`config.mk`:
```
export PLATFORM = sky130hd
export DESIGN_NAME = vvp_queue
export DESIGN_NICKNAME = d
export VERILOG_FILES = /design/src/sv/vertex_view_projection_assert.svh /design/src/sv/vvp_pkg.sv /design/src/sv/vvp_queue.sv
export SDC_FILE = /design/constraint.sdc
export NUM_CORES = 1
export LEC_CHECK = 0
export ABC_AREA = 0
export BUFFER_PORTS_ARGS = -buffer_cell sky130_fd_sc_hd__buf_2
export CAP_MARGIN = 15
export CORE_MARGIN = 4
export CORE_UTILIZATION = 30
export DETAILED_ROUTE_END_ITERATION = 10
export HOLD_SLACK_MARGIN = 0.12
export MAX_ROUTING_LAYER = met4
export PLACE_DENSITY = 0.47
export SLEW_MARGIN = 20
export SYNTH_ARGS = -nofsm -noshare
export SYNTH_HDL_FRONTEND = slang
export SYNTH_SLANG_ARGS = --single-unit
export TNS_END_PERCENT = 100
```
`constraint.sdc`:
```
create_clock -name i_clk -period 8.2 [get_ports i_clk]
set_clock_uncertainty 0.1 [all_clocks]
set_input_delay 1.23 -clock i_clk [delete_from_list [all_inputs] [get_ports i_clk]]
set_output_delay 1.23 -clock i_clk [all_outputs]
set_load 0.05 [all_outputs]
```
`src/sv/vertex_view_projection_assert.svh`:
```
// Assertion helpers shared by the vertex projection block.
`ifndef VERTEX_VIEW_PROJECTION_ASSERT_SVH
`define VERTEX_VIEW_PROJECTION_ASSERT_SVH

// Property checked on every clock edge outside reset.
`define VVP_ASSERT(lbl, prop) \
    lbl: assert property (@(posedge i_clk) disable iff (!i_rst_n) prop) \
        else $error("vertex_view_projection: check failed");

// Property checked on every clock edge, reset included.
`define VVP_ASSERT_ALWAYS(lbl, prop) \
    lbl: assert property (@(posedge i_clk) prop) \
        else $error("vertex_view_projection: check failed");

`endif

```
`src/sv/vvp_pkg.sv`:
```
// ----------------------------------------------------------------------------
// vvp_pkg: shared types and helpers of the vertex projection block
// Word layouts, configuration register set and saturation helper.
// ----------------------------------------------------------------------------
`timescale 1ns / 1ps

package vvp_pkg;

    localparam int DivSteps = 64;
    localparam int QDepth   = 4;
    localparam int QPtrW    = 2;
    localparam int QCntW    = 3;

    localparam logic signed [63:0] Max32 = 64'sh0000_0000_7FFF_FFFF;
    localparam logic signed [63:0] Min32 = 64'shFFFF_FFFF_8000_0000;

    typedef enum logic [2:0] {
        CFG_ROW_X,
        CFG_ROW_Y,
        CFG_ROW_Z,
        CFG_TRANS,
        CFG_DIST,
        CFG_ASPECT,
        CFG_WIDTH,
        CFG_HEIGHT
    } t_cfg_idx;

    typedef struct packed {
        logic signed [31:0] world_x;
        logic signed [31:0] world_y;
        logic signed [31:0] world_z;
    } t_in;

    typedef struct packed {
        logic signed [31:0] screen_x;
        logic signed [31:0] screen_y;
        logic signed [31:0] camera_depth;
        logic               clipped_flag;
    } t_out;

    typedef struct packed {
        logic [47:0] row_x;
        logic [47:0] row_y;
        logic [47:0] row_z;
        logic [47:0] trans;
        logic [31:0] distance;
        logic [15:0] aspect;
        logic [12:0] width;
        logic [12:0] height;
    } t_cfg;

    // Camera-space word handed from the front to the back.
    typedef struct packed {
        logic signed [31:0] xc;
        logic signed [31:0] yc;
        logic signed [31:0] zc;
        logic               flag;
    } t_cam;

    // Sideband that rides along the divider.
    typedef struct packed {
        logic               neg_x;
        logic               neg_y;
        logic               zero_x;
        logic               zero_y;
        logic               den_zero;
        logic               flag;
        logic signed [31:0] zc;
    } t_side;

    typedef struct packed {
        logic full;
        logic empty;
    } t_q_stat;

    typedef struct packed {
        logic signed [31:0] val;
        logic               ovf;
    } t_sat;

    function automatic t_sat sat32(input logic signed [63:0] v);
        t_sat r;
        if (v > Max32) begin
            r.val = 32'sh7FFF_FFFF;
            r.ovf = 1'b1;
        end else if (v < Min32) begin
            r.val = 32'sh8000_0000;
            r.ovf = 1'b1;
        end else begin
            r.val = v[31:0];
            r.ovf = 1'b0;
        end
        return r;
    endfunction

endpackage

```
`src/sv/vvp_queue.sv`:
```
// ----------------------------------------------------------------------------
// vvp_queue: short queue between the matrix front and the projection back
// Four entries of camera-space words, first in first out.
// ----------------------------------------------------------------------------
`timescale 1ns / 1ps

module vvp_queue (
    input  logic             i_clk,
    input  logic             i_rst_n,
    input  logic             i_push,
    input  vvp_pkg::t_cam    i_data,
    input  logic             i_pop,
    output vvp_pkg::t_cam    o_data,
    output vvp_pkg::t_q_stat o_stat
);
    import vvp_pkg::*;

    t_cam             r_mem [0:QDepth-1];
    logic [QPtrW-1:0] r_wr, r_rd;
    logic [QCntW-1:0] r_cnt;

    assign o_stat.full  = (r_cnt == QCntW'(QDepth));
    assign o_stat.empty = (r_cnt == '0);
    assign o_data       = r_mem[r_rd];

    always_ff @(posedge i_clk) begin
        if (!i_rst_n) begin
            r_wr  <= '0;
            r_rd  <= '0;
            r_cnt <= '0;
        end else begin
            if (i_push) begin
                r_wr <= r_wr + 1'b1;
            end
            if (i_pop) begin
                r_rd <= r_rd + 1'b1;
            end
            if (i_push && !i_pop) begin
                r_cnt <= r_cnt + 1'b1;
            end else if (i_pop && !i_push) begin
                r_cnt <= r_cnt - 1'b1;
            end
        end
        if (i_push) begin
            r_mem[r_wr] <= i_data;
        end
    end

endmodule

```
* Yosys cells after proc, flatten, opt, wreduce, memory -nomap -nowiden
Memories as Yosys holds them, arrays and structs flattened. A register that Yosys moved wholly into a read port is not among the register bits.
Cells that the tools add are included.
** Storage, ports and cells
- Flip-flop bits (word level) :: 7
- Memories :: 1
- Logic and storage cells :: 21
- Bits of input ports :: 101
- Memory bits (writable) :: 388
- Output and inout port bits :: 99
** Cells by class
- Add/subtract/negate cells :: 4
- Multiplexer cells :: 6
- Reductions and logical operators :: 6
- Equal/unequal tests :: 1
** Memories
- r_mem :: depth 4, bits a word 97, read ports 1, clocked after memory_dff 1, wr ports 1, RTL line vvp_queue.sv:18 : t_cam r_mem [0:QDepth-1];
** Operator list (count)
- 3-bit two-way mux :: 2
- 2-bit by 1-bit adder with 2-bit output (second input constant) :: 2
- 2-bit two-way mux :: 2
- 3-bit by 1-bit adder with 3-bit output (second input constant) :: 1
- 3-bit == test (second input constant) :: 1
- 3-bit logical NOT :: 1
- 3-bit by 1-bit subtractor with 3-bit output (second input constant) :: 1
- 1-bit logical AND :: 2
- 1-bit logical NOT :: 2
- 1-bit two-way mux :: 2
- 2-bit nonzero test :: 1

* Depth between registers and ports, before layout
Gate-level depths: netlist (run 1).
- Word-level depth :: 4
- Mapped depth :: 7
- Mapped depth without buffers :: 7

* Worst setup path before layout (run 1)
No wires, ideal clock.
- Kind :: input port to flip-flop
- From :: input i_push
- To :: memory r_mem[0][0] (netlist name), enable pin
- Data required time :: 7634 ps
- Setup time :: 466 ps
- Stages :: 1
- Arrival :: 3472 ps
- Path slack :: 4162 ps
- Buffers on the path :: 0
- Cells stage by stage :: and2_1
** Between the ends
- Longest elaborated chain between the ends :: 2
** RTL lines
- start, declared :: RTL line vvp_queue.sv:10 : input logic i_push,
- 1-bit two-way mux :: RTL line vvp_queue.sv:44 : if (i_push) begin
- 1-bit two-way mux (implied by the code) :: RTL line vvp_queue.sv:45 : r_mem[r_wr] <= i_data;
- end, declared :: RTL line vvp_queue.sv:18
Every way passes these cells.

==> results of run 1 <==
power groups by stage:
stage	logic [mW]	clock network (mW)	registers [mW]
2_1_floorplan	0.496	0	2.40
3_3_place_gp	0.653	0	2.42
3_5_place_dp	0.654	0	2.42
4_1_cts	0.654	1.91	2.38
5_1_grt	0.677	2.00	2.38
6_report	0.638	1.84	2.37
kinds of logic (layout without fill, tap and decap cells):
group	Yosys count	after routing	synth area share, %
adder cells (fa/ha/maj)	6	6	0.572
other	0	3	0
buffers and inverters	26	285	1.14
flip-flops	397	397	82.0
AND/OR/NAND/NOR	15	15	0.633
AO/OA/AOI/OAI	2	2	0.0867
multiplexers	99	99	15.3
XOR/XNOR	5	5	0.304
cells in the final DEF, fill, tap and decap left out:
master / n
and2_4: 4
mux2i_1: 2
buf_2: 199
buf_4: 7
dfxtp_4: 2
clkinv_2: 6
bufinv_16: 3
diode_2: 3
xor2_1: 3
mux4_2: 97
o21ai_0: 1
and2_1: 5
a21boi_0: 1
dfxtp_1: 7
ha_1: 5
nor2b_1: 2
fa_1: 1
inv_1: 4
clkbuf_16: 45
clkinvlp_4: 1
or3_1: 1
clkbuf_1: 14
nand2_1: 1
clkinv_1: 6
edfxtp_1: 388
nor3_1: 1
xnor2_1: 2
nor3b_1: 1
metal layers:
layer,vias to the layer above,track usage [%],wire [um],share of wire (%)
li1,2828,-,-,-
met2,179,17.6,13500,46
met3,48,3.49,1900,6.4
met1,3343,15.6,13500,46
met5,-,-,0,0
met4,0,3.14,617,2.1
synthesized netlist by cell type:
cell,count
a21boi_0,1
and2_1,9
buf_2,11
buf_6,1
buf_8,4
clkbuf_1,6
dfxtp_1,9
edfxtp_1,388
fa_1,1
ha_1,5
inv_1,4
mux2i_1,2
mux4_2,97
nand2_1,1
nor2b_1,2
nor3_1,1
nor3b_1,1
o21ai_0,1
or3_1,1
xnor2_1,2
xor2_1,3
final timing paths:
check                         from                      to  slack [ns]  cells after the start
max                      flip-flop              o_data[67]        3.88                      3
min          r_cnt[2]$_SDFFE_PN0P_   r_cnt[2]$_SDFFE_PN0P_        0.42                      2
max reg2reg   r_wr[0]$_SDFFE_PN0P_  r_mem[2][68]$_DFFE_PP_        5.64                      4
min reg2reg  r_cnt[2]$_SDFFE_PN0P_   r_cnt[2]$_SDFFE_PN0P_        0.42                      2
per-stage QoR:
stage | setup slack, ns | cells | util, % | area [um^2] | total power [mW]
after detailed placement | 4.33 | 1349 | 33.8 | 16100 | 3.07
final | 3.88 | 1427 | 36.6 | 17500 | 4.85
after global placement | 4.31 | 1349 | 33.8 | 16100 | 3.07
after global routing | 3.57 | 1426 | 36.6 | 17500 | 5.06
after floorplan | 4.16 | 550 | - | 14400 | 2.89
after CTS | 3.70 | 1424 | 36.6 | 17400 | 4.94
layout make-up:
type / instances / area, um^2
Antenna cell: 3 / 7.51
Clock buffer: 59 / 1180
Clock inverter: 16 / 150
Fill cell: 4409 / 30200
Inverter: 4 / 15.0
Multi-Input combinational cell: 127 / 2440
Sequential cell: 397 / 11800
Tap cell: 615 / 769
Timing Repair Buffer: 206 / 1050
flip-flops by register name, summed over array words and instances (netlist names), named ones only:
register  flops
r_wr          2
r_rd          2
r_mem       388
r_cnt         3
worst max-delay path, stage by stage, from the launching register on:
cell and delay (ns):
dfxtp_4 0.87, buf_4 0.69, mux4_2 0.62, buf_2 0.23
==> results.cfg, run 1 <==
[global_routing]
grt_first_pass_wirelength_um = 43500
globalRouteTotalUtil_pct = 11.7
grt_pass1_vias = 6896
grt_overflow = 0
antenna_found_initial = 2
grt_max_degree = 60

[clocking]
ctsHoldBuffers = 0
numCtsBuffers = 44
cts_resized = 0
worstSkewPairLatency_ns = 0.54
path_clk_slew_ns = 0.06
clock_path_buffers = 3
cts_tree = yes
htree_levels = 2
post_cts_buffers = 0
cts.sinks = 397
cts_root_buf = clkbuf_16

[worst_setup_path]
crit_path_end_kind = output port
critPathRequiredTime_ns = 6.87
crit_type = reg -> out
crit_arrival_ns = 2.99
cp_max_fo = 35
cp-start-kind = flip-flop

[power]
clkPwrFrac_pct = 37.9
p_int_mw = 3.62
p_leak_nw = 5.77
seqPwrFrac_pct = 48.9
vdd_drop_max_v = 0.000181
p_sw_mw = 1.24
p_comb_share_pct = 13.1
p_sw_share_pct = 25.5
powerDensity_nw_per_um2 = 278

[drt]
wl_um = 29500
antenna_left = 0
vias = 6398
first_iter_violations = 396
drc = 0
drt_pass1_iterations = 4
avgRoutedWirePerCell_um = 20.7
viasPerCell = 4.48

[logic_synthesis]
syn_area_um2 = 14400
seq_area_frac_synth_pct = 82.0
synth_top_cell_area_share_pct = 80.7
syn_nets = 657
ys_types = 21
syn_area_per_cell_um2 = 26.2
ys_warn_count = 0
synth_top_cell_by_area = edfxtp_1
syn-instance-count = 550
synth_seq_cells = 397
synth_area_leaders = edfxtp_1 (81%), mux4_2 (15%), dfxtp_1 (1.2%)

[timing]
slew_headroom_pct = 34.8
worstMarginPinSlew_ns = 0.978
timing.final.crit_share_pct = 52.7
hold_viol = 0
max_freq_ghz = 0.231
finalMaxSlewViolations = 0
period_minus_slack_ns = 4.32
worst_hold_slack_ns = 0.417
timing.setup.tns_ns = 0
rsz0062_at_grt = false
finalSetupViolations = 0

[placed_design]
io_buffers = 199
hpwlAfterDp_um = 16700
gp_congestion = 0.649

[floorplanning]
coreArea_um2 = 47600
ios = 200
die_w_um = 227
initial_utilization_pct = 30.3
die-area_um2 = 51700
die_y_um = 227
rows = 80

[final_layout]
drive_gt1_share_pct = 45.0
area_delta_synth_final_pct = 20.9
nNetsFinal = 887

[run]
cap_viol_max_count = 0

[outcome]
outcome = finished clean

[hold_path]
hold_path.class = reg -> reg
(Power assumes the default switching activity.)
==> inputs of run 2 (changes only) <==
--- a/config.mk
+++ b/config.mk
@@ -13,7 +13,7 @@
 export DETAILED_ROUTE_END_ITERATION = 10
 export HOLD_SLACK_MARGIN = 0.12
 export MAX_ROUTING_LAYER = met4
-export PLACE_DENSITY = 0.47
+export PLACE_DENSITY = 0.49
 export SLEW_MARGIN = 20
 export SYNTH_ARGS = -nofsm -noshare
 export SYNTH_HDL_FRONTEND = slang
==> constraint.sdc (replaced) <==
create_clock -name i_clk -period 3.5 [get_ports i_clk]
set_clock_uncertainty 0.1 [all_clocks]
set_input_delay 0.525 -clock i_clk [delete_from_list [all_inputs] [get_ports i_clk]]
set_output_delay 0.525 -clock i_clk [all_outputs]
set_load 0.05 [all_outputs]
==> run 2 against run 1 <==
Compared with the run above:
- cell area up 6.8%
- critical path depth is the same
- setup slack worse by 3.4 ns
- non-clock buffer count increased by 105
- global-route usage up 0.50 points
- combinational power grew to 2.6 times the previous value
- hold slack lost 0.21 ns
- register-to-register slack worse by 4.1 ns
- count of clock-buffer cells in the layout down 6
- flip-flop and latch count unchanged
- critical endpoint is now o_data[31]
- largest power group unchanged
- highest routed layer unchanged
==> results.cfg, run 2 (synthesis results as in run 1) <==
[run]
cap_viol_max_count = 0

[power]
p_total_mw = 11.5
p_leak_nw = 6.27
p_int_mw = 8.60
p_comb_share_pct = 14.2
vdd_drop_max_v = 0.000372
powerDensity_nw_per_um2 = 619
clkPwrFrac_pct = 37.7
seqPwrFrac_pct = 48.1
p_sw_share_pct = 25.5
p_sw_mw = 2.94

[worst_setup_path]
critPathRequiredTime_ns = 2.87
path_buf_inv = 2
path_cells = buf_12 > mux4_2 > buf_2
cp-start-kind = flip-flop
path_depth = 3
slowest_stage = dfxtp_4
cp_max_fo = 26
cp_top_family = flip-flops
crit_type = reg -> out
crit_arrival_ns = 2.39
rr_worst_depth = 3
crit_path_end_kind = output port
cp_slowest_stage_delay_ns = 0.71

[clocking]
post_cts_buffers = 0
cts_resized = 0
htree_levels = 2
clock_path_buffers = 3
cts.sinks = 397
cts_root_buf = clkbuf_16
numCtsBuffers = 43
worstSkewPairLatency_ns = 0.53
cts_tree = yes
path_clk_slew_ns = 0.05

[timing]
finalSetupViolations = 0
timing.setup.tns_ns = 0
max_freq_ghz = 0.332
worstMarginPinSlew_ns = 0.657
finalMaxSlewViolations = 0
period_minus_slack_ns = 3.01
rsz0062_at_grt = false
slew_headroom_pct = 56.2
timing.final.crit_share_pct = 86.0
hold_viol = 0

[global_routing]
antenna_found_initial = 1
globalRouteTotalUtil_pct = 12.2
grt_overflow = 0
grt_pass1_vias = 7569
grt_max_degree = 41
grt_first_pass_wirelength_um = 45700

[hold_path]
holdPathStages = 2
hold_path.class = in -> reg

[placed_design]
io_buffers = 199
gp_congestion = 0.656
hpwlAfterDp_um = 17800
dp_cells = 1357
dpl_cell_area_um2 = 16300

[floorplanning]
ios = 200
die_w_um = 227
die_y_um = 227
die-area_um2 = 51700
rows = 80
initial_utilization_pct = 30.3
coreArea_um2 = 47600

[drt]
wl_um = 30400
viasPerCell = 4.43
first_iter_violations = 368
vias = 6788
antenna_left = 0
drt_pass1_iterations = 5
avgRoutedWirePerCell_um = 19.8
drc = 0

[final_layout]
multi_input_area_um2 = 2440
fillers = 4322
final_common_cell = edfxtp_1
largest_register_ffs = 388
area_delta_synth_final_pct = 29.2
fin_area_um2 = 18600
largest_register = r_mem
layout.cells.non_filler = 1532
drive_gt1_share_pct = 40.9
regArea_um2 = 11800
mostFrequentLayoutCells = edfxtp_1 (388), buf_2 (199), mux4_2 (97), dlygate4sd3_1 (97), clkbuf_16 (44)
post-route-util_pct = 39.1
top_regs = r_mem (388), r_cnt (3)
nNetsFinal = 991

[outcome]
outcome = finished clean
## run 2: worst paths after layout
path                         start                     end  slack, ns
min                        i_rst_n   r_cnt[2]$_SDFFE_PN0P_       0.20
min reg2reg  r_cnt[2]$_SDFFE_PN0P_   r_cnt[2]$_SDFFE_PN0P_       0.41
max                      flip-flop              o_data[31]       0.49
max reg2reg   r_wr[0]$_SDFFE_PN0P_  r_mem[3][46]$_DFFE_PP_       1.54
## run 2: power by group through the flow
stage / clock (mW) / sequential, mW / combinational (mW)
4_1_cts: 4.52 / 5.55 / 1.68
3_3_place_gp: 0 / 5.65 / 1.58
3_5_place_dp: 0 / 5.65 / 1.59
5_1_grt: 4.74 / 5.56 / 1.74
6_report: 4.36 / 5.55 / 1.64
2_1_floorplan: 0 / 5.62 / 1.16
## run 2: routing by layer
layer / part of all wire [%] / vias up / GRT usage, %
met1: 43 / 3511 / 15.5
met3: 5.8 / 51 / 3.08
met2: 48 / 181 / 19.3
met5: 0 / - / -
li1: - / 3045 / -
met4: 2.3 / 0 / 3.92
## run 2: cell type report
class / count / share of cell area (%)
Antenna cell: 1 / 0.0134
Clock buffer: 53 / 6.09
Multi-Input combinational cell: 127 / 13.1
Sequential cell: 397 / 63.5
Clock inverter: 24 / 1.21
Tap cell: 615 / 4.13
Timing Repair Buffer: 311 / 11.9
Inverter: 4 / 0.0805
## run 2: timing repair
| item | in CTS | in global routing |
|---|---|---|
| endpoints found under the setup margin | 0 | 0 |
| hold buffers | 97 | 0 |
| hold endpoints to repair | 388 | 0 |
## run 2: metrics by stage
stage | hold WS (ns) | setup WS, ns
final | 0.202 | 0.490
after global routing | 0.184 | 0.309
after CTS | 0.157 | 0.359
after detailed placement | 0.408 | 0.957
after global placement | 0.398 | 0.950
after floorplan | 0.372 | 0.149
